$ cat src/design/kst_ram.sv
// Generic single-port synchronous RAM with registered read data.
`default_nettype none
module kst_ram #(
  parameter int WIDTH = 8,
  parameter int DEPTH = 16
) (
  input  wire logic                     clk,
  input  wire logic                     we,
  input  wire logic [$clog2(DEPTH)-1:0] addr,
  input  wire logic [WIDTH-1:0]         wdata,
  output logic      [WIDTH-1:0]         rdata
);
  logic [WIDTH-1:0] mem [DEPTH];

  // Write first is not needed: read returns old content on a write cycle.
  always_ff @(posedge clk) begin
    if (we) begin
      mem[addr] <= wdata;
    end
    rdata <= mem[addr];
  end
endmodule
`default_nettype wire

$ cat config.mk
export PLATFORM = sky130hd
export DESIGN_NAME = kst_ram
export DESIGN_NICKNAME = d
export VERILOG_FILES = /design/src/design/kst_ram.sv
export SDC_FILE = /design/constraint.sdc
export NUM_CORES = 1
export LEC_CHECK = 0
export ABC_AREA = 1
export BUFFER_PORTS_ARGS = -buffer_cell sky130_fd_sc_hd__buf_2
export CAP_MARGIN = 0
export CORE_UTILIZATION = 51
export CTS_CLUSTER_SIZE = 14
export DETAILED_ROUTE_END_ITERATION = 10
export PLACE_DENSITY = 0.75
export SLEW_MARGIN = 5
export SYNTH_ARGS = -nofsm -noshare
export SYNTH_HDL_FRONTEND = slang
export SYNTH_SLANG_ARGS = --single-unit
export TNS_END_PERCENT = 1
$ cat constraint.sdc
create_clock -name clk -period 1.4 [get_ports clk]
set_input_delay 0 -clock clk [delete_from_list [all_inputs] [get_ports clk]]
set_output_delay 0 -clock clk [all_outputs]
set_load 0.005 [all_outputs]
==> flow_summary_export.csv, run 1 <==
group,metric,value,unit
drt,drt-total-wl,12.5,mm
timing,grt_setup_unrepaired,"false",
yosys,syn_avg_cell_area,10.2,sq um
die,die_area,11400,sq um
drt,via_count,3847,
drt,wirelength_met1,4.90,mm
yosys,synthArstFlopShare,0,
yosys,yosysMostFrequentCell,"nand2_1",
die,initial_core_util,0.535,
clock_network,clock_sinks,136,
worst_setup_path,required,1810,ps
pwr,p_leak,2.88,nW
yosys,synth.largest_area_cell,"edfxtp_1",
drt,firstDrtPassIters,5,
grt,grt_pass1_wl,19.6,mm
grt,grt_antenna_before_repair,0,
worst_setup_path,worst-path-max-fanout,1,
yosys,ys_ff_latch,136,
placement,port_buffers,21,
drt,route.detailed.drc,0,
drt,wl_met2,6.48,mm
pwr,power.density,1440,nW/um^2
timing,worst_slew_pin_slew,375,ps
die,dieHeight,107,microns
die,rows,37,
worst_setup_path,cp_cell_sequence,"nand2_1 > nand2_1 > nand2_1 > nand2_1 > nand2_1 > nand2_1 > inv_1 > nand2_1",
yosys,synth_warnings,0,
hold_path,holdCritStartpoint,"addr[2]",
timing,slew_headroom,0.750,
finish,drive_gt1_frac,0.127,
yosys,synth_cell_type_count,11,
worst_setup_path,startpoint_type,"flip-flop",
clock_network,cts_tree,"done",
grt,grt_max_degree,43,
finish,areaGrowthSynthToFinish,18.6,%
pwr,vdd_drop_max,0.00118,V
grt,grt_usage,0.241,
worst_setup_path,cp.arrival,1470,ps
timing,max_freq,948,MHz
timing,setup_viol,0,
clock_network,clock_latency,520,ps
finish,antenna_cells,0,
worst_setup_path,slowest_delay,400,ps
timing,fin_crit,1050,ps
placement,pre_cts_slack,186,ps
yosys,yosys-top-cells-area,"edfxtp_1 69%, nand2_1 23%, dfxtp_1 2.9%",
grt,grt_pass1_vias,3768,
drt,avgRoutedWirePerCell,16.7,microns
clock_network,htreeDepth,4,
timing,skew,6.25,ps
worst_setup_path,crit_type,"reg2reg",
drt,viasPerCell,5.14,
die,die_width,107,microns
die,io_pins,22,
die,core_area,10500,sq um
timing,timing.final.ws_setup,346,ps
hold_path,min_path_type,"in2reg",
outcome,status,"complete, no violations",
timing,slew_viol_final,0,
clock_network,holdBufCountCts,8,
clock_network,root_buffer,"clkbuf_8",
drt,dr.max_layer_used,"met4",
clock_network,clkSlewWorstSetupHoldPaths,60,ps
drt,dr_wl_met3,797,microns
yosys,syn_nets,562,
timing,final-hold-violation-count,0,
yosys,synth_flop_cell,"edfxtp_1",
run,drv_cap,0,
worst_setup_path,critPathLaunch,"mem[4][1]$_DFFE_PP_",
clock_network,cts_buffer_depth,2,
drt,postRouteAntennaNets,0,
worst_setup_path,r2r-start,"mem[4][1]$_DFFE_PP_",
timing,period_share,0.753,
clock_network,numCtsBuffers,17,
yosys,synth_edf_count,128,
clock_network,post_cts_resized,0,
worst_setup_path,endpoint_kind,"flip-flop",
placement,place_hpwl,7.47,mm
yosys,ys_top_cells_by_count,"346 x nand2_1, 128 x edfxtp_1, 21 x inv_1, 18 x nor2_1, 12 x buf_2",
clock_network,cts_setup_buffers,0,
drt,dr.first_iter.drc_count,321,
grt,grt_overflow,0,
yosys,postSynthCellCount,548,
worst_setup_path,cp_slowest_cell,"edfxtp_1",
placement,gp_congestion,0.882,
yosys,netlist_area,5590,sq um
finish,nets,613,
yosys,synth_top_cell_area_share,0.687,
yosys,yosysSeqAreaShare,0.716,
timing,fin_tns_setup,0,ps
worst_setup_path,cp_common_cell,"nand2_1",
-- cell families (layout without fill, tap and decap cells) --
family / Yosys count / count (layout) / share of synthesized area
buf+inv: 44 / 108 / 0.0362
flops: 136 / 136 / 0.716
simple gates: 368 / 368 / 0.248
-- worst paths after layout --
path / end / slack, ps / cells after the start
worst max register to register: rdata[1]$_DFF_P_ / 350 / 8
worst max-delay path: rdata[1]$_DFF_P_ / 350 / 8
worst min register to register: rdata[7]$_DFF_P_ / 700 / 8
worst min-delay path: rdata[7]$_DFF_P_ / 60 / 7
-- worst max-delay path, delay by kind of cell (launching register included) --
kind / cells / cell delay [ps]
buffers and inverters: 1 / 50
and+or+nand+nor: 7 / 500
DFF: 1 / 400
-- placed cells by master (no fill, tap or decap), drive strengths merged --
cell type,instances
nand3,4
clkinvlp,5
bufinv,1
dfxtp,8
clkbuf,21
buf,45
edfxtp,128
inv,24
clkinv,4
nand2,346
nor2,18
dlygate4sd3,8
-- cell type report --
class	instances	area, sq um
clock inverter	11	108
clock buffer	21	503
inverter	23	86.3
sequential	136	4000
tap	136	170
fill	800	3830
multi-input combinational	368	1390
timing repair buffer	53	378
-- metal layers --
layer | track usage | vias up
li1 | - | 1854
met1 | 0.298 | 1808
met2 | 0.402 | 159
met3 | 0.0511 | 26
met4 | 0.121 | 0
met5 | 0 | -
-- per-stage QoR --
step / util / hold WS (ps) / cells / cell area [sq um] / total power [mW]
2_1_floorplan: - / 98.9 / 548 / 5590 / 4.98
3_3_place_gp: 0.568 / 380 / 708 / 5940 / 5.20
3_5_place_dp: 0.568 / 382 / 708 / 5940 / 5.21
4_1_cts: 0.634 / 50.3 / 748 / 6640 / 9.60
5_1_grt: 0.634 / 98.9 / 748 / 6640 / 9.86
6_report: 0.634 / 55.7 / 748 / 6640 / 9.59
-- power by group --
part / internal [mW] / switching (mW)
Clock: 2.73 / 1.70
Combinational: 0.173 / 0.393
Sequential: 4.55 / 0.0324
-- registers in the layout (all words and copies together) (netlist names) --
register  cells
mem         128
rdata         8
(Power assumes the default switching activity.)
==> run 2: changes to the inputs <==
--- a/config.mk
+++ b/config.mk
@@ -5,13 +5,13 @@
 export SDC_FILE = /design/constraint.sdc
 export NUM_CORES = 1
 export LEC_CHECK = 0
-export ABC_AREA = 1
+export ABC_AREA = 0
 export BUFFER_PORTS_ARGS = -buffer_cell sky130_fd_sc_hd__buf_2
 export CAP_MARGIN = 0
 export CORE_UTILIZATION = 51
 export CTS_CLUSTER_SIZE = 14
 export DETAILED_ROUTE_END_ITERATION = 10
-export PLACE_DENSITY = 0.75
+export PLACE_DENSITY = 0.76
 export SLEW_MARGIN = 5
 export SYNTH_ARGS = -nofsm -noshare
 export SYNTH_HDL_FRONTEND = slang
==> constraint.sdc (replaced) <==
create_clock -name clk -period 0.9 [get_ports clk]
set_input_delay 0 -clock clk [delete_from_list [all_inputs] [get_ports clk]]
set_output_delay 0 -clock clk [all_outputs]
set_load 0.005 [all_outputs]
==> run 2 against run 1 <==
  * The run now ends with negative setup slack left
  * Non-clock buffer count up 4
  * Largest cell class unchanged
  * Hold slack about the same
  * Final cell count down 41%
  * Utilization up 2.6 points
  * Clock power up 44%
  * Die area down 9.2%
  * Sequential cell count unchanged
  * Combinational power up 53%
  * Via count down 35%
  * Clock skew down 2.1 ps
==> flow_summary_export.csv, run 2 <==
group,metric,value,unit
yosys,ys_ff_latch,136,
placement,place_hpwl,6.56,mm
worst_setup_path,worst-path-max-fanout,1,
timing,timing.final.ws_setup,-399,ps
pwr,vdd_drop_max,0.00143,V
finish,antenna_cells,0,
finish,layout_commonest_cell,"edfxtp_1",
clock_network,cts_buffer_depth,2,
clock_network,root_buffer,"clkbuf_8",
timing,grt_setup_unrepaired,"true",
drt,dr.first_iter.drc_count,210,
yosys,yosysSeqAreaShare,0.790,
pwr,intPower,11.4,mW
run,drv_cap,0,
finish,layout_common_cells,"128 x edfxtp_1, 32 x mux4_2, 23 x buf_4, 20 x buf_2, 16 x clkbuf_16",
finish,drive_gt1_frac,0.463,
timing,final-hold-violation-count,0,
yosys,synth_flop_cell,"edfxtp_1",
pwr,p_sw_frac,0.209,
pwr,power.switching,3.00,mW
finish,areaGrowthSynthToFinish,26.2,%
pwr,seqPwrFrac,0.495,
die,initial_core_util,0.523,
yosys,synth_edf_count,128,
outcome,status,"finished, violations left",
clock_network,htreeDepth,4,
yosys,synth_warnings,0,
timing,period_share,1.44,
finish,largest_register_ffs,128,
clock_network,clkSlewWorstSetupHoldPaths,60,ps
clock_network,cts_setup_buffers,0,
yosys,synth_top_family_by_area,"multiplexers",
clock_network,cts_tree,"done",
worst_setup_path,slowest_delay,510,ps
worst_setup_path,startpoint_type,"flip-flop",
yosys,synth_cell_type_count,18,
worst_setup_path,cp_cell_sequence,"mux4_2 > a22oi_2 > nand2_1",
worst_setup_path,endpoint_kind,"flip-flop",
placement,port_buffers,21,
hold_path,worstHoldPathCells,3,
timing,setup_viol,14,
worst_setup_path,crit_type,"reg2reg",
clock_network,numCtsBuffers,17,
yosys,yosys-top-cells-area,"edfxtp_1 76%, mux4_2 14%, dfxtp_1 3.2%",
yosys,synth_top_cell_area_share,0.759,
hold_path,min_path_type,"in2reg",
yosys,syn_avg_cell_area,22.0,sq um
pwr,p_comb_frac,0.060,
timing,fin_tns_setup,-3010,ps
placement,pre_cts_slack,-546,ps
finish,nets,309,
drt,firstDrtPassIters,5,
worst_setup_path,required,1290,ps
timing,max_freq,770,MHz
timing,slew_headroom,0.464,
grt,grt_pass1_vias,2538,
die,io_pins,22,
pwr,clkPwrFrac,0.444,
die,die_area,10300,sq um
yosys,postSynthCellCount,230,
grt,grt_antenna_before_repair,0,
timing,fin_hold_ws,55.9,ps
grt,grt_max_degree,17,
yosys,synthArstFlopShare,0,
yosys,netlist_area,5070,sq um
die,die_width,102,microns
yosys,synthXorXnorAreaFrac,0,
drt,postRouteAntennaNets,0,
outcome,violations,"negative setup slack",
worst_setup_path,reg2reg_depth,3,
drt,via_count,2510,
timing,skew,4.11,ps
finish,top_register,"mem",
die,dieHeight,102,microns
die,core_area,9680,sq um
yosys,yosys.area_share.simple,0.0321,
drt,drt-total-wl,10.2,mm
yosys,syn_nets,244,
yosys,yosysMostFrequentCell,"edfxtp_1",
finish,top_regs,"mem x128, rdata x8",
drt,route.detailed.drc,0,
pwr,power.density,2250,nW/um^2
yosys,ys_top_cells_by_count,"128 x edfxtp_1, 32 x mux4_2, 16 x a22oi_1, 13 x nor2_1, 9 x nand2_1",
worst_setup_path,cp_slowest_cell,"mux4_2",
drt,viasPerCell,5.70,
die,rows,36,
yosys,synth_compound_area_frac,0.0237,
yosys,muxShareOfSynthArea,0.142,
timing,fin_crit,1300,ps
grt,grt_overflow,0,
grt,grt_pass1_wl,15.3,mm
timing,slew_viol_final,0,
yosys,synth.largest_area_cell,"edfxtp_1",
timing,worst_slew_pin_slew,802,ps
clock_network,clock_sinks,136,
finish,final_util,0.660,
worst_setup_path,cp.arrival,1690,ps
clock_network,clock_latency,500,ps
placement,gp_congestion,0.760,
drt,avgRoutedWirePerCell,23.2,microns
grt,grt_usage,0.222,
pwr,p_leak,2.10,nW
yosys,yosys.area_share.adder,0,
run 2: area by class of cell:
| type | instances | area (sq um) |
|---|---|---|
| sequential | 136 | 4010 |
| fill | 635 | 3290 |
| multi-input combinational | 83 | 1210 |
| timing repair buffer | 57 | 464 |
| clock buffer | 18 | 418 |
| tap | 133 | 166 |
| clock inverter | 13 | 133 |
run 2: path summary, 6_finish.rpt:
path | from | end | slack [ps]
worst max-delay path | mem[10][6]$_DFFE_PP_ | rdata[6]$_DFF_P_ | -400
worst min register to register | mem[8][3]$_DFFE_PP_ | rdata[3]$_DFF_P_ | 690
worst max register to register | mem[10][6]$_DFFE_PP_ | rdata[6]$_DFF_P_ | -400
worst min-delay path | addr[2] | mem[3][0]$_DFFE_PP_ | 60
run 2: metrics by stage:
step	power [mW]	instances	area, sq um
finish	14.4	440	6390
global route	14.8	440	6390
CTS	14.5	440	6390
detailed placement	8.05	401	5700
global placement	8.03	401	5700
floorplan	7.67	230	5230
run 2: cells by family (layout without fill, tap and decap cells):
family / after synthesis / count (layout)
multiplexers: 32 / 32
AND/OR/NAND/NOR: 35 / 35
flip-flops: 136 / 136
buffers and inverters: 11 / 88
AO/OA/AOI/OAI: 16 / 16
run 2: what timing repair did:
| item | 4_1_cts | 5_1_grt |
|---|---|---|
| pin swaps | 0 | 2 |
| endpoints found under the hold margin | 128 | 0 |
| setup endpoints to repair | 16 | 39 |
| hold buffers | 8 | 0 |
| resized for setup | 12 | 1 |
| cloned | 0 | 0 |
run 2: power groups by stage:
stage | sequential, mW | clock [mW] | combinational, mW
after floorplan | 7.25 | 0 | 0.428
after detailed placement | 7.25 | 0 | 0.803
final | 7.12 | 6.39 | 0.867
after CTS | 7.12 | 6.47 | 0.871
after global routing | 7.14 | 6.72 | 0.927
after global placement | 7.25 | 0 | 0.781
run 2: worst max-delay path, delay by kind of cell, from the launching register on:
| kind | cells | cell delay (ps) |
|---|---|---|
| and+or+nand+nor | 1 | 70 |
| DFF | 1 | 440 |
| AOI/OAI and AO/OA | 1 | 180 |
| muxes | 1 | 510 |
run 2: per-layer routing:
metal  vias to the layer above  part of all wire  track usage  wire length [microns]
li1                       1095                 -            -                      -
met1                      1313              0.42        0.309                   4290
met2                        94              0.51        0.348                   5220
met3                         8             0.058       0.0538                    590
met4                         0            0.0091       0.0758                     93
met5                         -                 0            0                      0
==> run 3: changes to the inputs <==
--- a/config.mk
+++ b/config.mk
@@ -8,10 +8,13 @@
 export ABC_AREA = 0
 export BUFFER_PORTS_ARGS = -buffer_cell sky130_fd_sc_hd__buf_2
 export CAP_MARGIN = 0
+export CELL_PAD_IN_SITES_DETAIL_PLACEMENT = 1
+export CELL_PAD_IN_SITES_GLOBAL_PLACEMENT = 1
 export CORE_UTILIZATION = 51
 export CTS_CLUSTER_SIZE = 14
 export DETAILED_ROUTE_END_ITERATION = 10
-export PLACE_DENSITY = 0.76
+export PLACE_DENSITY = 0.8
+export SKIP_LAST_GASP = 1
 export SLEW_MARGIN = 5
 export SYNTH_ARGS = -nofsm -noshare
 export SYNTH_HDL_FRONTEND = slang
==> constraint.sdc (replaced) <==
create_clock -name clk -period 1.45 [get_ports clk]
set_input_delay 0 -clock clk [delete_from_list [all_inputs] [get_ports clk]]
set_output_delay 0 -clock clk [all_outputs]
set_load 0.005 [all_outputs]
==> run 3 against run 2 <==
  * The run now ends clean
  * Register-to-register slack gained 450 ps
  * Final cell count shrank 2.0%
  * Combinational power shrank 49%
  * Sequential cell count is the same
  * Fmax shrank 7.2%
  * Design area shrank 3.9%
  * Largest cell class unchanged
  * Largest power group unchanged
  * Highest routed layer unchanged
==> flow_summary_export.csv, run 3 (same netlist as run 2, synthesis figures left out) <==
group,metric,value,unit
die,rows,36,
finish,top_register,"mem",
placement,place_hpwl,6.68,mm
worst_setup_path,reg2reg_depth,3,
drt,route.detailed.drc,0,
pwr,power.density,1510,nW/um^2
drt,firstDrtPassIters,4,
clock_network,clock_sinks,136,
worst_setup_path,slowest_delay,480,ps
pwr,power.switching,1.83,mW
clock_network,cts_setup_buffers,0,
drt,dr.first_iter.drc_count,248,
die,initial_core_util,0.523,
pwr,clkPwrFrac,0.476,
worst_setup_path,cp_slowest_cell,"mux4_2",
clock_network,clock_latency,520,ps
worst_setup_path,required,1850,ps
die,dieHeight,102,microns
clock_network,cts_tree,"done",
hold_path,holdCritStartpoint,"we",
placement,gp_congestion,0.714,
timing,fin_hold_ws,160,ps
grt,grt_antenna_before_repair,0,
finish,largest_register_ffs,128,
drt,viasPerCell,5.76,
timing,slew_headroom,0.460,
drt,drt-total-wl,11.0,mm
pwr,intPower,7.44,mW
die,die_area,10300,sq um
hold_path,worstHoldPathCells,4,
timing,grt_setup_unrepaired,"false",
worst_setup_path,crit_family,"multiplexers",
clock_network,post_cts_resized,0,
grt,grt_pass1_vias,2728,
timing,slew_viol_final,0,
worst_setup_path,worst-path-stages,3,
worst_setup_path,r2r-start,"mem[11][1]$_DFFE_PP_",
timing,max_freq,714,MHz
finish,layout_common_cells,"128 x edfxtp_1, 32 x mux4_2, 21 x buf_2",
worst_setup_path,cp_cell_sequence,"mux4_2 > a22oi_1 > nand2_1",
timing,period_share,0.965,
finish,drive_gt1_frac,0.339,
worst_setup_path,cp.arrival,1800,ps
worst_setup_path,cp_num_buf_inv,0,
die,die_width,102,microns
drt,via_count,2483,
clock_network,cts_buffer_depth,2,
timing,setup_viol,0,
worst_setup_path,startpoint_type,"flip-flop",
clock_network,htreeDepth,4,
finish,top_regs,"mem x128, rdata x8",
finish,areaGrowthSynthToFinish,21.2,%
worst_setup_path,critPathLaunch,"mem[11][1]$_DFFE_PP_",
pwr,p_leak,2.06,nW
pwr,p_sw_frac,0.197,
pwr,vdd_drop_max,0.000964,V
drt,postRouteAntennaNets,0,
timing,fin_tns_setup,0,ps
worst_setup_path,crit_type,"reg2reg",
timing,final-hold-violation-count,0,
grt,grt_pass1_wl,16.6,mm
finish,nets,300,
die,core_area,9680,sq um
run,drv_cap,0,
clock_network,root_buffer,"clkbuf_8",
finish,antenna_cells,0,
worst_setup_path,endpoint_kind,"flip-flop",
timing,skew,8.41,ps
timing,worst_slew_pin_slew,808,ps
grt,grt_overflow,0,
hold_path,min_path_type,"in2reg",
clock_network,clkSlewWorstSetupHoldPaths,60,ps
finish,layout_commonest_cell,"edfxtp_1",
outcome,status,"complete, no violations",
die,io_pins,22,
timing,fin_crit,1400,ps
placement,port_buffers,21,
grt,grt_usage,0.240,
worst_setup_path,worst-path-max-fanout,1,
pwr,p_comb_frac,0.047,
pwr,seqPwrFrac,0.477,
clock_network,numCtsBuffers,17,
grt,grt_max_degree,40,
drt,avgRoutedWirePerCell,25.5,microns
## run 3: worst paths after layout
check                                           end  slack [ps]
worst max-delay path               rdata[1]$_DFF_P_          50
worst min-delay path            mem[4][0]$_DFFE_PP_         160
worst max register to register     rdata[1]$_DFF_P_          50
worst min register to register     rdata[2]$_DFF_P_         670
## run 3: final cells by class
class                           count  area [sq um]
Timing Repair Buffer               48           365
Multi-Input combinational cell     83          1010
Sequential cell                   136          4000
Clock buffer                       21           449
Clock inverter                     10           150
Tap cell                          133           166
Fill cell                         807          3540
## run 3: what timing repair did
item | in CTS | in global routing
setup endpoints to repair | 0 | 0
hold buffers | 8 | 0
endpoints found under the hold margin | 128 | 0
## run 3: per-layer routing
metal  wire length [microns]  share of wire  GRT usage
met1                    4550           0.41      0.325
met5                       0              0          0
met3                     622          0.056     0.0504
met2                    5720           0.52      0.377
met4                     112          0.010      0.116
## run 3: power groups by stage
stage / clock (mW) / sequential, mW / combinational [mW]
6_report: 4.41 / 4.43 / 0.438
5_1_grt: 4.63 / 4.43 / 0.473
4_1_cts: 4.46 / 4.43 / 0.442
3_5_place_dp: 0 / 4.51 / 0.418
3_3_place_gp: 0 / 4.50 / 0.399
2_1_floorplan: 0 / 4.50 / 0.227
## run 3: through the flow
stage | worst slack, ps | cells | total power [mW] | instance area [sq um] | utilization
3_3_place_gp | 45.1 | 392 | 4.90 | 5460 | 0.564
5_1_grt | 17.9 | 431 | 9.53 | 6140 | 0.634
6_report | 50.1 | 431 | 9.27 | 6140 | 0.634
3_5_place_dp | 10.6 | 392 | 4.92 | 5460 | 0.564
4_1_cts | 46.4 | 431 | 9.33 | 6140 | 0.634
2_1_floorplan | 11.9 | 230 | 4.73 | 5070 | -
## run 3: tightest hold or removal path, stage by stage
cell and delay (ps):
buf_2 130, nand3b_1 140, nor3_1 60, buf_4 170
